==> config.mk <==
export PLATFORM = sky130hd
export DESIGN_NAME = minifloat_mul_add_unit
export DESIGN_NICKNAME = d
export VERILOG_FILES = /design/src/rtl/core/mfma_pkg.sv /design/src/rtl/core/mfma_decode.sv /design/src/rtl/core/mfma_arith.sv /design/src/rtl/core/mfma_pack.sv /design/src/rtl/core/minifloat_mul_add_unit.sv
export VERILOG_INCLUDE_DIRS = /design/src /design/src/rtl/core
export SDC_FILE = /design/constraint.sdc
export NUM_CORES = 1
export LEC_CHECK = 0
export BUFFER_PORTS_ARGS = -buffer_cell sky130_fd_sc_hd__buf_2
export CORE_MARGIN = 2
export CORE_UTILIZATION = 45
export CTS_CLUSTER_DIAMETER = 50
export CTS_CLUSTER_SIZE = 10
export DETAILED_ROUTE_END_ITERATION = 16
export PLACE_DENSITY_LB_ADDON = 0.12
export SETUP_SLACK_MARGIN = 0.3
export SLEW_MARGIN = 20
export SYNTH_ARGS = -nofsm -noshare
export SYNTH_HDL_FRONTEND = slang
export SYNTH_SLANG_ARGS = --single-unit
export TNS_END_PERCENT = 10
==> constraint.sdc <==
create_clock -name clk -period 12.9 [get_ports clk]
set_input_delay 1.935 -clock clk [delete_from_list [all_inputs] [get_ports clk]]
set_output_delay 1.935 -clock clk [all_outputs]
set_load 0.02 [all_outputs]
==> src/rtl/core/minifloat_mul_add_unit_macros.svh <==
// Assertion macros for the minifloat multiply-add RTL.
`ifndef MINIFLOAT_MUL_ADD_UNIT_MACROS_SVH
`define MINIFLOAT_MUL_ADD_UNIT_MACROS_SVH

// Check that cons holds in the same cycle whenever ante holds.
`define MFMA_ASSERT_SAME(label, clk, rst_n, ante, cons) \
  label: assert property (@(posedge clk) disable iff (!rst_n) (ante) |-> (cons)) \
    else $error("assertion failed");

// Check that cons holds in the cycle after ante holds.
`define MFMA_ASSERT_NEXT(label, clk, rst_n, ante, cons) \
  label: assert property (@(posedge clk) disable iff (!rst_n) (ante) |=> (cons)) \
    else $error("assertion failed");

`endif

==> src/rtl/core/mfma_pkg.sv <==
// Types and constants for the minifloat multiply-add pipeline.
package mfma_pkg;

  localparam int unsigned WordW = 12;
  localparam int unsigned ExpW  = 5;
  localparam int unsigned FracW = 7;
  localparam int unsigned SigW  = FracW + 1;
  localparam int unsigned ProdW = 2 * SigW;
  localparam int unsigned XExpW = 7;

  localparam logic [ExpW-1:0]  ExpMax   = 5'd31;
  localparam logic [ExpW-1:0]  ExpMin   = 5'd0;
  localparam logic signed [XExpW-1:0] ExpBias  = 7'sd15;
  localparam logic signed [XExpW-1:0] ExpTop   = 7'sd30;
  localparam logic signed [XExpW-1:0] ExpFloor = 7'sd1;
  localparam logic [WordW-1:0] AllOnes  = 12'hFFF;

  localparam logic CMD_MUL = 1'b0;
  localparam logic CMD_ADD = 1'b1;

  localparam logic [1:0] STAT_OK    = 2'd0;
  localparam logic [1:0] STAT_OVER  = 2'd1;
  localparam logic [1:0] STAT_UNDER = 2'd2;

  typedef struct packed {
    logic             command;
    logic [WordW-1:0] operand_a;
    logic [WordW-1:0] operand_b;
  } mfma_in_t;

  typedef struct packed {
    logic [WordW-1:0] result_value;
    logic [1:0]       status;
  } mfma_out_t;

  // After decode: operands ready for the multiplier or adder.
  typedef struct packed {
    logic                    command;
    logic                    ovf_in;
    logic                    zero_in;
    logic signed [XExpW-1:0] exp;
    logic [SigW-1:0]         op_x;
    logic [SigW-1:0]         op_y;
  } mfma_dec_t;

  // After the arithmetic stage: raw product or sum.
  typedef struct packed {
    logic                    command;
    logic                    ovf_in;
    logic                    zero_in;
    logic signed [XExpW-1:0] exp;
    logic [ProdW-1:0]        raw;
  } mfma_ari_t;

endpackage

==> src/rtl/core/mfma_decode.sv <==
// Stage 1: split operands, check multiply inputs, align add operands.
module mfma_decode
  import mfma_pkg::*;
(
  input  logic      clk,
  input  logic      rst_n,
  input  logic      adv,
  input  logic      in_vld,
  input  mfma_in_t  in_item,
  output logic      vld_r,
  output mfma_dec_t dec_r
);

  logic [ExpW-1:0] ea, eb, shamt, emax;
  logic [SigW-1:0] sa, sb, big, lil;
  logic            a_ge;
  mfma_dec_t       dec_nxt;

  always_comb begin
    ea    = in_item.operand_a[WordW-1:FracW];
    eb    = in_item.operand_b[WordW-1:FracW];
    sa    = {1'b1, in_item.operand_a[FracW-1:0]};
    sb    = {1'b1, in_item.operand_b[FracW-1:0]};
    a_ge  = (ea >= eb);
    big   = a_ge ? sa : sb;
    lil   = a_ge ? sb : sa;
    shamt = a_ge ? (ea - eb) : (eb - ea);
    emax  = a_ge ? ea : eb;

    dec_nxt.command = in_item.command;
    dec_nxt.ovf_in  = 1'b0;
    dec_nxt.zero_in = 1'b0;
    if (in_item.command == CMD_MUL) begin
      dec_nxt.ovf_in  = (ea == ExpMax) || (eb == ExpMax);
      dec_nxt.zero_in = (ea == ExpMin) || (eb == ExpMin);
      dec_nxt.exp     = $signed({2'b00, ea}) + $signed({2'b00, eb}) - ExpBias;
      dec_nxt.op_x    = sa;
      dec_nxt.op_y    = sb;
    end else begin
      dec_nxt.exp  = $signed({2'b00, emax});
      dec_nxt.op_x = big;
      // drop the bits shifted out; truncation of the exact sum
      dec_nxt.op_y = lil >> shamt;
    end
  end

  always_ff @(posedge clk) begin
    if (!rst_n) begin
      vld_r <= 1'b0;
    end else if (adv) begin
      vld_r <= in_vld;
    end
  end

  always_ff @(posedge clk) begin
    if (adv && in_vld) begin
      dec_r <= dec_nxt;
    end
  end

endmodule

==> src/rtl/core/mfma_arith.sv <==
// Stage 2: significand product or aligned sum.
module mfma_arith
  import mfma_pkg::*;
(
  input  logic      clk,
  input  logic      rst_n,
  input  logic      adv,
  input  logic      in_vld,
  input  mfma_dec_t dec,
  output logic      vld_r,
  output mfma_ari_t ari_r
);

  logic [SigW:0] sum;
  mfma_ari_t     ari_nxt;

  always_comb begin
    sum             = {1'b0, dec.op_x} + {1'b0, dec.op_y};
    ari_nxt.command = dec.command;
    ari_nxt.ovf_in  = dec.ovf_in;
    ari_nxt.zero_in = dec.zero_in;
    ari_nxt.exp     = dec.exp;
    if (dec.command == CMD_MUL) begin
      ari_nxt.raw = {{(ProdW-SigW){1'b0}}, dec.op_x} * {{(ProdW-SigW){1'b0}}, dec.op_y};
    end else begin
      ari_nxt.raw = {{(ProdW-SigW-1){1'b0}}, sum};
    end
  end

  always_ff @(posedge clk) begin
    if (!rst_n) begin
      vld_r <= 1'b0;
    end else if (adv) begin
      vld_r <= in_vld;
    end
  end

  always_ff @(posedge clk) begin
    if (adv && in_vld) begin
      ari_r <= ari_nxt;
    end
  end

endmodule

==> src/rtl/core/mfma_pack.sv <==
// Stage 3: normalize, range-check and pack the result beat.
module mfma_pack
  import mfma_pkg::*;
(
  input  logic      clk,
  input  logic      rst_n,
  input  logic      adv,
  input  logic      in_vld,
  input  mfma_ari_t ari,
  output logic      vld_r,
  output mfma_out_t res_r
);

`include "minifloat_mul_add_unit_macros.svh"

  logic                    carry;
  logic [FracW-1:0]        frac;
  logic signed [XExpW-1:0] ex_n;
  mfma_out_t               res_nxt;

  always_comb begin
    if (ari.command == CMD_MUL) begin
      carry = ari.raw[ProdW-1];
      frac  = carry ? ari.raw[ProdW-2 -: FracW] : ari.raw[ProdW-3 -: FracW];
    end else begin
      carry = ari.raw[SigW];
      frac  = carry ? ari.raw[SigW-1 -: FracW] : ari.raw[FracW-1:0];
    end
    ex_n = ari.exp + $signed({{(XExpW-1){1'b0}}, carry});

    priority if (ari.ovf_in) begin
      res_nxt.result_value = AllOnes;
      res_nxt.status       = STAT_OVER;
    end else if (ari.zero_in) begin
      res_nxt.result_value = '0;
      res_nxt.status       = STAT_UNDER;
    end else if (ex_n > ExpTop) begin
      res_nxt.result_value = AllOnes;
      res_nxt.status       = STAT_OVER;
    end else if (ex_n < ExpFloor) begin
      res_nxt.result_value = '0;
      res_nxt.status       = STAT_UNDER;
    end else begin
      res_nxt.result_value = {ex_n[ExpW-1:0], frac};
      res_nxt.status       = STAT_OK;
    end
  end

  always_ff @(posedge clk) begin
    if (!rst_n) begin
      vld_r <= 1'b0;
    end else if (adv) begin
      vld_r <= in_vld;
    end
  end

  always_ff @(posedge clk) begin
    if (adv && in_vld) begin
      res_r <= res_nxt;
    end
  end

  `MFMA_ASSERT_SAME(a_over_all_ones, clk, rst_n, vld_r && res_r.status == STAT_OVER, res_r.result_value == AllOnes)
  `MFMA_ASSERT_SAME(a_under_zero, clk, rst_n, vld_r && res_r.status == STAT_UNDER, res_r.result_value == '0)
  `MFMA_ASSERT_SAME(a_status_legal, clk, rst_n, vld_r, res_r.status == STAT_OK || res_r.status == STAT_OVER || res_r.status == STAT_UNDER)
  `MFMA_ASSERT_NEXT(a_input_flag_wins, clk, rst_n, adv && in_vld && ari.ovf_in, vld_r && res_r.status == STAT_OVER)

endmodule

==> src/rtl/core/minifloat_mul_add_unit.sv <==
// Top level of the three-stage minifloat multiply/add pipeline.
//
//   channel | direction | handshake                | payload
//   in_     | input     | in_valid / in_stall      | in_data  (mfma_in_t)
//   out_    | output    | out_valid / out_stall    | out_data (mfma_out_t)
//
// One beat in per clock while in_stall is low; each result passes through the decode, arith and pack registers.
// Stages: decode and align, multiply or add, normalize and pack.
// Each stage advances when it is empty or the stage after it advances, so a
// stall on out_ reaches in_stall in the same cycle and fills empty slots first.
// Synchronous reset clears the stage valid bits only.
module minifloat_mul_add_unit
  import mfma_pkg::*;
(
  input  logic      clk,
  input  logic      rst_n,
  input  logic      in_valid,
  output logic      in_stall,
  input  mfma_in_t  in_data,
  output logic      out_valid,
  input  logic      out_stall,
  output mfma_out_t out_data
);

  logic      v1, v2;
  logic      adv1, adv2, adv3;
  mfma_dec_t dec;
  mfma_ari_t ari;

  assign adv3     = !out_valid || !out_stall;
  assign adv2     = !v2 || adv3;
  assign adv1     = !v1 || adv2;
  assign in_stall = !adv1;

  mfma_decode u_decode (
    .clk    (clk),
    .rst_n  (rst_n),
    .adv    (adv1),
    .in_vld (in_valid),
    .in_item(in_data),
    .vld_r  (v1),
    .dec_r  (dec)
  );

  mfma_arith u_arith (
    .clk   (clk),
    .rst_n (rst_n),
    .adv   (adv2),
    .in_vld(v1),
    .dec   (dec),
    .vld_r (v2),
    .ari_r (ari)
  );

  mfma_pack u_pack (
    .clk   (clk),
    .rst_n (rst_n),
    .adv   (adv3),
    .in_vld(v2),
    .ari   (ari),
    .vld_r (out_valid),
    .res_r (out_data)
  );

endmodule
==> metrics.log, run 1 <==
[metrics] Multi-input gate area: 3840 um2
[metrics] Total Routed Length: 12800 um
[metrics] worst ir drop on vdd: 0.105 mV
[metrics] overall track demand over capacity in global routing: 18.6%
[metrics] number of endpoints failing setup at the final stage: 0
[metrics] TritonCTS buffer count: 9
[metrics] share of the cycle needed by the critical path after routing: 39.3%
[metrics] clock transition at the register clock pins on the worst setup and hold paths after CTS: 0.06 ns
[metrics] # resized after CTS: 0
[metrics] startpoint of the lowest-slack register-to-register path: u_decode.dec_r[4]
[metrics] final std cells w/o fill: 858
[metrics] critical setup path kind: primary input to flip-flop
[metrics] total grt overflow: 0
[metrics] Max FO, Critical Path: 26
[metrics] source of the critical timing path: in_data[7]
[metrics] standard-cell rows: 43
[metrics] setup tns final: 0 ns
[metrics] largest family of logic cells by synthesized area: adder cells
[metrics] cell with the most instances after synthesis: sky130_fd_sc_hd__inv_1
[metrics] CTS tree: done
[metrics] hold path startpoint: u_decode.dec_r[18]
[metrics] layout overhead on the synthesized area: 11.0%
[metrics] Slowest Stage Delay on Critical Path: 0.82 ns
[metrics] kind of end point of the critical path: flip-flop
[metrics] buffers from clock root to sink, at most: 2
[metrics] Netlist cell types: 58
[metrics] average cell area after synthesis: 9.91 um2
[metrics] share of post-route cells with drive strength above 1: 12.1%
[metrics] element type at the critical path start: primary input
[metrics] Layout Nets: 805
[metrics] height of the chip: 122 um
[metrics] biggest area consumer among synthesized cells: sky130_fd_sc_hd__edfxtp_1
[metrics] critical-path cell with the highest stage delay: sky130_fd_sc_hd__ha_1
[metrics] Initial Util: 45.6%
[metrics] antenna violations before repair: 0
[metrics] share of Yosys cell area claimed by the top area cell type: 31.1%
[metrics] most common library cells after synthesis: sky130_fd_sc_hd__inv_1, sky130_fd_sc_hd__edfxtp_1, sky130_fd_sc_hd__ha_1
[metrics] worst-case reg-to-reg path depth: 16
[metrics] flops & latches, synth: 68
[metrics] Final ANT Viol Nets: 0
[metrics] XOR/XNOR share of the synthesized area: 4.04%
[metrics] total of hold buffers inserted after clock tree synthesis: 0
[metrics] Critical path buffers and inverters: 2
[metrics] number of warnings issued by yosys: 0
[metrics] transition time at the pin with the least slew margin: 0.965 ns
[metrics] simple logic cell fraction of the synthesized area: 13.4%
[metrics] family with the most delay on the worst path: compound AO/OA/AOI/OAI gates
[metrics] Mapped Area: 6280 um2
[metrics] main area contributors after synthesis: sky130_fd_sc_hd__edfxtp_1, sky130_fd_sc_hd__fa_1, sky130_fd_sc_hd__ha_1, sky130_fd_sc_hd__inv_1, sky130_fd_sc_hd__mux2i_1
[metrics] number of enable flip-flop cells after synthesis: 65
[metrics] layout filler cell count: 1308
[metrics] required time reported for the critical path endpoint: 13.05 ns
[metrics] dominant synthesized flop cell: sky130_fd_sc_hd__edfxtp_1
[metrics] Hold Crit Class: flip-flop to flip-flop
[metrics] post-synthesis async set-or-reset flop share: 0%
[metrics] Placed Instance Area: 6660 um2
[metrics] arrival time worst endpoint: 5.21 ns
[metrics] fmax: 197 MHz
[metrics] clock sinks: 68
[metrics] power per cell area: 182 nW/um2
[metrics] final estimated routing congestion in global placement: 0.838
[metrics] Crit path depth: 9
[metrics] instance count after placement with tap cells included: 842
[metrics] Period minus WS final: 5.06 ns
[metrics] maximum number of pins on one net before global-route repair: 27
[metrics] unrepaired setup endpoints after global routing: false
[metrics] cell breakdown of the critical path: buf_2, inv_1, ha_1, o41a_1, a21o_1, mux2i_4, mux2i_1, mux2i_1, o221ai_1
[metrics] violation count after the first detailed-route iteration: 223
[metrics] Final Hold Vio Count: 0
[metrics] number of maximum-capacitance constraint violations: 0
[metrics] DRC violation count after routing: 0
[metrics] routed len/inst: 14.9 um
[metrics] # port buffers: 44
[metrics] Synth Area in Adders: 25.3%
[metrics] post-synthesis cell count: 634
[metrics] run status: completed
[metrics] antenna diode count: 0
[metrics] Max Clock Skew: 0.00575 ns
[metrics] die area: 14900 um2
[metrics] I/O pins: 45
[metrics] cell seen most often among critical-path stages: sky130_fd_sc_hd__mux2i_1
[metrics] Std-Cell Core Area: 13800 um2
[metrics] Via Count: 4581
[metrics] Slew HR: 35.7%
[metrics] final design area excluding fillers: 6970 um2
[metrics] FF+latch area: 2010 um2
[metrics] global-route wire length before repair: 21900 um
[metrics] total power consumption of the routed design: 1.27 mW
[metrics] compound-cell area share of the yosys netlist: 11.4%
[metrics] root buf cell: sky130_fd_sc_hd__clkbuf_16
[metrics] Post-DP HPWL: 10100 um
[metrics] number of H-tree levels: 3
[metrics] portion of the post-synthesis area used by sequential elements: 32.0%
[metrics] number of global-route vias before repair: 4693
[metrics] first drt pass iteration count: 4
[metrics] reported leakage power: 3.12 nW
[metrics] post-synthesis net count: 766
[metrics] final slew viol count: 0
[metrics] clk_lat worst skew: 0.33 ns
[metrics] Hold Path Stages: 0
[metrics] Post-CTS Setup Repair Bufs: 0
[metrics] horizontal die dimension: 122 um
[metrics] vias per cell: 5.34
[metrics] multiplexer share of the synthesized area: 6.83%
flip-flops by register name, summed over array words and instances (netlist names):
register	flops
u_decode.dec_r	25
u_arith.ari_r	26
u_pack.res_r	14
u_arith.vld_r	1
u_decode.vld_r	1
u_pack.vld_r	1
layout by cell type (no fill, tap or decap), drive strengths merged, types with 18 or more instances in the layout:
cell and n:
edfxtp 65, and2 33, mux2i 28, xnor2 18, ha 63, a21oi 28
inv 96, nor2 45, nand2 42, o21ai 34, buf 46, fa 40
logic make-up after synthesis:
| logic type | count (synthesis) |
|---|---|
| adders and majority gates | 103 |
| muxes | 39 |
| DFF | 68 |
| xor gates and xnor gates | 29 |
| AOI/OAI and AO/OA | 113 |
| buffers and inverters | 111 |
| and+or+nand+nor | 171 |
path summary, 6_finish.rpt:
path,endpoint,slack (ns)
setup / recovery,u_decode.dec_r[2],7.84
hold / removal,u_arith.ari_r[18],0.42
setup reg to reg,u_arith.ari_r[13],7.90
hold reg to reg,u_arith.ari_r[18],0.42
power by group:
group / leakage, nW / internal, mW / switching (mW)
clock: 0.147 / 0.152 / 0.101
combinational: 2.34 / 0.310 / 0.382
sequential: 0.636 / 0.293 / 0.0314
total: 3.12 / 0.755 / 0.514
metal layers:
metal  up-vias  wire [um]  global-route usage (%)
li1       2254          -                       -
met1      2207       5730                    23.4
met5         -          0                       0
met4         0        229                    6.61
met3        16        513                    2.67
met2       104       6350                    32.6
through the flow:
stage                     utilization (%)  worst slack (ns)  hold WS, ns
after floorplan                         -              8.35        0.400
after global placement               48.4              7.68        0.403
after detailed placement             48.4              7.54        0.405
after CTS                            50.6              7.82        0.418
after global routing                 50.6              7.60        0.424
final                                50.6              7.84        0.417
cell type report:
| type | instances | area share [%] |
|---|---|---|
| tap | 180 | 3.23 |
| inverter | 93 | 5.01 |
| clock buffer | 9 | 3.23 |
| multi-input combinational | 455 | 55.1 |
| timing repair buffer | 46 | 3.37 |
| clock inverter | 7 | 1.17 |
| sequential | 68 | 28.9 |
(Power assumes the default switching activity.)
==> inputs of run 2 (changes only) <==
==> constraint.sdc (replaced) <==
create_clock -name clk -period 4.8 [get_ports clk]
set_input_delay 0.72 -clock clk [delete_from_list [all_inputs] [get_ports clk]]
set_output_delay 0.72 -clock clk [all_outputs]
set_load 0.02 [all_outputs]
==> run 2 against run 1 <==
  * Design area up 4.8%
  * Critical path depth increased by 9
  * Combinational power grew to 3.5 times the previous value
  * Cell count grew 2.8%
  * Total power rose to 3.1 times the previous value
  * Non-clock buffer count increased by 24
  * Critical path type is now flip-flop to flip-flop
==> metrics.log, run 2 (synthesized netlist as in run 1, its figures left out) <==
[metrics] total grt overflow: 0 (unchanged)
[metrics] most common cell after layout, fill and taps aside: sky130_fd_sc_hd__inv_1
[metrics] critical setup path kind: flip-flop to flip-flop
[metrics] number of global-route vias before repair: 4628 (-1.4%)
[metrics] final estimated routing congestion in global placement: 0.897 (+7.1%)
[metrics] Slew HR: 32.8% (-2.9 points)
[metrics] height of the chip: 122 um (unchanged)
[metrics] worst-case reg-to-reg path depth: 18 (+2)
[metrics] Max Clock Skew: 0.00852 ns (+0.00278 ns)
[metrics] clk_lat worst skew: 0.33 ns (about the same)
[metrics] # port buffers: 44 (unchanged)
[metrics] arrival time worst endpoint: 4.38 ns (-0.83 ns)
[metrics] number of maximum-capacitance constraint violations: 0 (unchanged)
[metrics] share of post-route cells with drive strength above 1: 19.1% (+7.0 points)
[metrics] startpoint of the lowest-slack register-to-register path: u_decode.dec_r[2]
[metrics] buffers from clock root to sink, at most: 2 (unchanged)
[metrics] fmax: 231 MHz
[metrics] worst reg2reg path endpoint: u_arith.ari_r[14]
[metrics] global-route wire length before repair: 22100 um (+0.97%)
[metrics] CTS tree: done
[metrics] element type at the critical path start: flip-flop
[metrics] violation count after the first detailed-route iteration: 235 (+5.4%)
[metrics] TritonCTS buffer count: 9 (unchanged)
[metrics] final slew viol count: 0 (unchanged)
[metrics] die area: 14900 um2 (unchanged)
[metrics] CP Capture Point: u_arith.ari_r[14]
[metrics] first drt pass iteration count: 5 (+1)
[metrics] run status: completed
[metrics] transition time at the pin with the least slew margin: 1.01 ns (+0.0428 ns)
[metrics] kind of end point of the critical path: flip-flop
[metrics] reported leakage power: 3.27 nW (+4.6%)
[metrics] source of the critical timing path: u_decode.dec_r[2]
[metrics] DRC violation count after routing: 0 (unchanged)
[metrics] clock sinks: 68 (unchanged)
[metrics] Worst R2R Setup Slack: 0.47 ns (-7.43 ns)
[metrics] vias per cell: 5.27 (-1.4%)
[metrics] Initial Util: 45.6% (unchanged)
[metrics] commonest cells after routing, fill and taps aside: sky130_fd_sc_hd__inv_1, sky130_fd_sc_hd__edfxtp_1, sky130_fd_sc_hd__ha_1, sky130_fd_sc_hd__nor2_1, sky130_fd_sc_hd__buf_2
[metrics] clock transition at the register clock pins on the worst setup and hold paths after CTS: 0.05 ns (about the same)
[metrics] total power consumption of the routed design: 3.98 mW (+210%)
[metrics] worst ir drop on vdd: 0.262 mV (+150%)
[metrics] Total Routed Length: 13400 um (+4.2%)
[metrics] Std-Cell Core Area: 13800 um2 (unchanged)
[metrics] required time reported for the critical path endpoint: 4.85 ns (-8.20 ns)
[metrics] standard-cell rows: 43 (unchanged)
[metrics] Period minus WS final: 4.33 ns
[metrics] I/O pins: 45 (unchanged)
[metrics] Post-DP HPWL: 10600 um (+5.2%)
[metrics] layout overhead on the synthesized area: 16.4%
[metrics] routed len/inst: 15.2 um (+1.4%)
[metrics] Via Count: 4644 (+1.4%)
[metrics] horizontal die dimension: 122 um (unchanged)
[metrics] number of endpoints failing setup at the final stage: 0 (unchanged)
[metrics] Hold Crit Class: flip-flop to flip-flop
[metrics] power per cell area: 545 nW/um2 (+200%)
[metrics] Final Hold Vio Count: 0 (unchanged)
[metrics] maximum number of pins on one net before global-route repair: 27 (unchanged)
[metrics] root buf cell: sky130_fd_sc_hd__clkbuf_16
[metrics] Max FO, Critical Path: 3 (-88%)
[metrics] largest registers: u_arith.ari_r x26, u_decode.dec_r x25, u_pack.res_r x14
[metrics] antenna diode count: 0 (unchanged)
[metrics] number of H-tree levels: 3 (unchanged)
[metrics] max FFs per register: 26 (unchanged)
[metrics] overall track demand over capacity in global routing: 18.7% (+0.092 points)
[metrics] antenna violations before repair: 0 (unchanged)
[metrics] setup tns final: 0 ns (unchanged)
[metrics] share of the cycle needed by the critical path after routing: 90.3%
[metrics] hold path startpoint: u_decode.dec_r[17]
[metrics] Final ANT Viol Nets: 0 (unchanged)
[metrics] unrepaired setup endpoints after global routing: true
[metrics] Layout Nets: 829 (+3.0%)
[metrics] total of hold buffers inserted after clock tree synthesis: 0 (unchanged)
[metrics] largest register by flop count: u_arith.ari_r
run 2: changes by cell type in the layout (fill, tap and decap cells not counted), moves of 3 or more:
cell                      delta
sky130_fd_sc_hd__buf_4      +23
sky130_fd_sc_hd__ha_1        -8
sky130_fd_sc_hd__o21ai_0     -7
sky130_fd_sc_hd__ha_4        +5
sky130_fd_sc_hd__inv_1       -5
sky130_fd_sc_hd__inv_2       +5
sky130_fd_sc_hd__and2_1      -4
sky130_fd_sc_hd__and2_4      +4
sky130_fd_sc_hd__o21ai_2     +4
sky130_fd_sc_hd__ha_2        +3
sky130_fd_sc_hd__inv_6       -3
sky130_fd_sc_hd__o21ai_1     +3
run 2: critical path: stages, from the launching register on:
cell and delay (ns):
sky130_fd_sc_hd__edfxtp_1 0.41, sky130_fd_sc_hd__buf_6 0.14, sky130_fd_sc_hd__and2_4 0.13, sky130_fd_sc_hd__fa_1 0.54
sky130_fd_sc_hd__inv_2 0.04, sky130_fd_sc_hd__fa_1 0.51, sky130_fd_sc_hd__inv_2 0.04, sky130_fd_sc_hd__fa_1 0.47
sky130_fd_sc_hd__inv_1 0.05, sky130_fd_sc_hd__fa_1 0.49, sky130_fd_sc_hd__inv_2 0.05, sky130_fd_sc_hd__ha_4 0.22
sky130_fd_sc_hd__o21ai_1 0.07, sky130_fd_sc_hd__nor2_1 0.09, sky130_fd_sc_hd__o41ai_2 0.34, sky130_fd_sc_hd__buf_4 0.19
sky130_fd_sc_hd__o21ai_2 0.06, sky130_fd_sc_hd__xnor2_1 0.16, sky130_fd_sc_hd__nor2_1 0.05
run 2: what timing repair did:
action,CTS,global route
pin swaps,4,20
buffers inserted,9,10
endpoints found under the setup margin,4,7
gates resized for setup,5,30
hold endpoints to repair,0,0
run 2: stage by stage:
step	setup slack [ns]	std cells	util (%)	hold slack (ns)	area, um2
2_1_floorplan	0.350	634	-	0.400	6290
3_3_place_gp	0.228	847	48.7	0.400	6710
3_5_place_dp	0.142	847	48.7	0.405	6710
4_1_cts	0.299	872	51.7	0.418	7120
5_1_grt	0.261	882	53.1	0.429	7310
6_report	0.465	882	53.1	0.417	7310
run 2: final cells by class:
class                   instances  area [um2]
fillers                      1298        6460
multi-input cells             455        3980
flip-flops and latches         68        2010
repair buffers                 70         419
inverters                      93         349
clock buffers                  10         239
well taps                     180         225
clock inverters                 6        87.6
run 2: metal layers:
| metal | vias to the layer above | routed length (um) | global-route usage, % |
|---|---|---|---|
| met5 | - | 0 | 0 |
| met4 | 0 | 322 | 6.18 |
| met3 | 28 | 430 | 2.15 |
| met2 | 113 | 6640 | 33.1 |
| met1 | 2190 | 5970 | 23.8 |
| li1 | 2313 | - | - |
run 2: how the worst min path moves through the flow:
stage | endpoint | depth (start not counted)
floorplan | u_arith.ari_r[16] | 0
global placement | u_arith.ari_r[18] | 0
detailed placement | u_arith.ari_r[17] | 0
CTS | u_arith.ari_r[17] | 0
global route | u_arith.ari_r[19] | 0
finish | u_arith.ari_r[17] | 0
run 2: power breakdown:
part	total, mW	internal (mW)	leakage (nW)	switching, mW
registers	0.856	0.788	0.636	0.0680
clock network	0.702	0.468	0.162	0.234
logic	2.42	1.12	2.47	1.30
==> inputs of run 3 (changes only) <==
--- a/config.mk
+++ b/config.mk
@@ -6,7 +6,7 @@
 export SDC_FILE = /design/constraint.sdc
 export NUM_CORES = 1
 export LEC_CHECK = 0
-export BUFFER_PORTS_ARGS = -buffer_cell sky130_fd_sc_hd__buf_2
+export BUFFER_PORTS_ARGS = -buffer_cell sky130_fd_sc_hd__buf_4
 export CORE_MARGIN = 2
 export CORE_UTILIZATION = 45
 export CTS_CLUSTER_DIAMETER = 50
==> run 3 against run 2 <==
  * Via count shrank 0.52%
  * Clock-buffer cell count is 1 lower
  * Register-to-register slack worse by 0.05 ns
  * Clock skew down 0.0031 ns
  * Sequential power is 0.5% higher
  * First-iteration DRC count is 23% lower
  * Clock power barely moved
  * Flip-flop and latch count unchanged
  * Largest power group unchanged
==> metrics.log, run 3 (synthesized netlist as in run 1, its figures left out) <==
[metrics] run status: completed
[metrics] number of endpoints failing setup at the final stage: 0 (unchanged)
[metrics] reported leakage power: 3.29 nW (+0.86%)
[metrics] layout filler cell count: 1258 (-3.1%)
[metrics] final slew viol count: 0 (unchanged)
[metrics] most common cell after layout, fill and taps aside: sky130_fd_sc_hd__inv_1
[metrics] first drt pass iteration count: 5 (unchanged)
[metrics] DRC violation count after routing: 0 (unchanged)
[metrics] Critical path buffers and inverters: 6 (unchanged)
[metrics] arrival time worst endpoint: 4.43 ns (+0.05 ns)
[metrics] horizontal die dimension: 122 um (unchanged)
[metrics] vias per cell: 5.25 (-0.29%)
[metrics] number of global-route vias before repair: 4658 (+0.65%)
[metrics] fmax: 228 MHz (-1.2%)
[metrics] Hold Crit Class: flip-flop to flip-flop
[metrics] clock sinks: 68 (unchanged)
[metrics] # port buffers: 44 (unchanged)
[metrics] share of the cycle needed by the critical path after routing: 91.4% (+1.1 points)
[metrics] kind of end point of the critical path: flip-flop
[metrics] worst ir drop on vdd: 0.281 mV (+7.6%)
[metrics] violation count after the first detailed-route iteration: 182 (-23%)
[metrics] min setup slack post-route: 0.415 ns (-0.0507 ns)
[metrics] root buf cell: sky130_fd_sc_hd__clkbuf_16
[metrics] largest registers: u_arith.ari_r x26, u_decode.dec_r x25, u_pack.res_r x14
[metrics] final estimated routing congestion in global placement: 0.910 (+1.4%)
[metrics] largest register by flop count: u_arith.ari_r
[metrics] share of post-route cells with drive strength above 1: 19.0% (-0.088 points)
[metrics] Total Routed Length: 13200 um (-1.2%)
[metrics] Final Hold Vio Count: 0 (unchanged)
[metrics] critical-path cell with the highest stage delay: sky130_fd_sc_hd__fa_1
[metrics] CTS tree: done
[metrics] Post-DP HPWL: 10500 um (-1.6%)
[metrics] final design area excluding fillers: 7400 um2 (+1.3%)
[metrics] layout overhead on the synthesized area: 17.9%
[metrics] unrepaired setup endpoints after global routing: true
[metrics] setup tns final: 0 ns (unchanged)
[metrics] Slowest Stage Delay on Critical Path: 0.52 ns (-0.02 ns)
[metrics] clock transition at the register clock pins on the worst setup and hold paths after CTS: 0.05 ns (about the same)
[metrics] Initial Util: 45.6% (unchanged)
[metrics] standard-cell rows: 43 (unchanged)
[metrics] Std-Cell Core Area: 13800 um2 (unchanged)
[metrics] routed len/inst: 15.0 um (-0.98%)
[metrics] global-route wire length before repair: 21700 um (-1.6%)
[metrics] Placed Instance Area: 6830 um2 (+1.7%)
[metrics] Max FO, Critical Path: 3 (unchanged)
[metrics] critical setup path kind: flip-flop to flip-flop
[metrics] dpl ws: 0.0664 ns (-0.0760 ns)
[metrics] number of H-tree levels: 3 (unchanged)
[metrics] cell breakdown of the critical path: buf_4, and2_4, fa_1, inv_2, fa_1, inv_2, fa_1, inv_1, fa_1, inv_2, ha_4, o21ai_2, nor2_2, o41ai_2, buf_4, o21ai_2, xnor2_1, nor2_1
[metrics] TritonCTS buffer count: 9 (unchanged)
[metrics] number of maximum-capacitance constraint violations: 0 (unchanged)
[metrics] Final ANT Viol Nets: 0 (unchanged)
[metrics] FF+latch area: 2010 um2 (unchanged)
[metrics] transition time at the pin with the least slew margin: 0.991 ns (-0.0168 ns)
[metrics] buffers from clock root to sink, at most: 2 (unchanged)
[metrics] element type at the critical path start: flip-flop
[metrics] power per cell area: 539 nW/um2 (-1.1%)
[metrics] Hold Path Stages: 0 (unchanged)
[metrics] overall track demand over capacity in global routing: 18.4% (-0.28 points)
[metrics] commonest cells after routing, fill and taps aside: sky130_fd_sc_hd__inv_1, sky130_fd_sc_hd__buf_4, sky130_fd_sc_hd__edfxtp_1, sky130_fd_sc_hd__ha_1, sky130_fd_sc_hd__nor2_1
[metrics] Via Count: 4620 (-0.52%)
[metrics] total of hold buffers inserted after clock tree synthesis: 0 (unchanged)
[metrics] antenna violations before repair: 0 (unchanged)
[metrics] Layout Nets: 827 (-0.24%)
[metrics] total grt overflow: 0 (unchanged)
[metrics] antenna diode count: 0 (unchanged)
[metrics] worst-case reg-to-reg path depth: 18 (unchanged)
[metrics] maximum number of pins on one net before global-route repair: 27 (unchanged)
[metrics] family with the most delay on the worst path: adder cells
[metrics] Max Clock Skew: 0.00546 ns (-0.00306 ns)
[metrics] I/O pins: 45 (unchanged)
[metrics] Multi-input gate area: 3980 um2 (+0.13%)
[metrics] clk_lat worst skew: 0.33 ns (about the same)
[metrics] height of the chip: 122 um (unchanged)
[metrics] die area: 14900 um2 (unchanged)
[metrics] Crit path depth: 18 (unchanged)
[metrics] Period minus WS final: 4.39 ns (+0.0507 ns)
[metrics] Slew HR: 34.0% (+1.1 points)
[metrics] required time reported for the critical path endpoint: 4.85 ns (about the same)
[metrics] max FFs per register: 26 (unchanged)
[metrics] cell seen most often among critical-path stages: sky130_fd_sc_hd__fa_1
-- run 3: cell count changes in the layout (fill, tap and decap cells not counted), sizes merged --
| cell | change |
|---|---|
| buf | -2 |
| clkinvlp | +1 |
| inv | +1 |
| clkinv | -1 |
| clkbuf | -1 |
-- run 3: repair_timing --
item | 4_1_cts | 5_1_grt
pin swaps | 3 | 23
endpoints found under the hold margin | 0 | 0
cloned | 0 | 0
resized for setup | 10 | 29
buffers inserted | 9 | 6
setup endpoints to repair | 6 | 7
-- run 3: final timing paths --
path,start,slack (ns),end
max reg2reg,u_decode.dec_r[11],0.41,u_arith.ari_r[12]
max,u_decode.dec_r[11],0.41,u_arith.ari_r[12]
min reg2reg,u_decode.dec_r[18],0.42,u_arith.ari_r[18]
min,u_decode.dec_r[18],0.42,u_arith.ari_r[18]
-- run 3: per-layer routing --
layer | track usage, % | vias to the layer above | share of wire, %
met2 | 32.4 | 107 | 49
li1 | - | 2307 | -
met4 | 5.75 | 0 | 2.1
met3 | 3.04 | 22 | 3.3
met5 | 0 | - | 0
met1 | 23.2 | 2184 | 45
-- run 3: power by group --
part / total [mW] / leakage [nW] / switching [mW] / internal, mW
Clock: 0.701 / 0.156 / 0.244 / 0.457
Sequential: 0.860 / 0.636 / 0.0721 / 0.788
Combinational: 2.43 / 2.50 / 1.31 / 1.12
-- run 3: final cells by class --
cell class | count | area share (%)
sequential | 68 | 27.2
tap | 180 | 3.04
inverter | 93 | 4.72
timing repair buffer | 68 | 6.90
clock inverter | 7 | 1.34
clock buffer | 9 | 3.04
multi-input combinational | 455 | 53.8
-- run 3: stage by stage --
stage | std cells | utilization, % | total power [mW] | hold slack, ns
finish | 880 | 53.7 | 3.99 | 0.416
global route | 880 | 53.7 | 4.32 | 0.438
CTS | 874 | 52.7 | 3.76 | 0.418
detailed placement | 849 | 49.6 | 2.89 | 0.405
global placement | 849 | 49.6 | 2.85 | 0.404
floorplan | 634 | - | 2.37 | 0.400
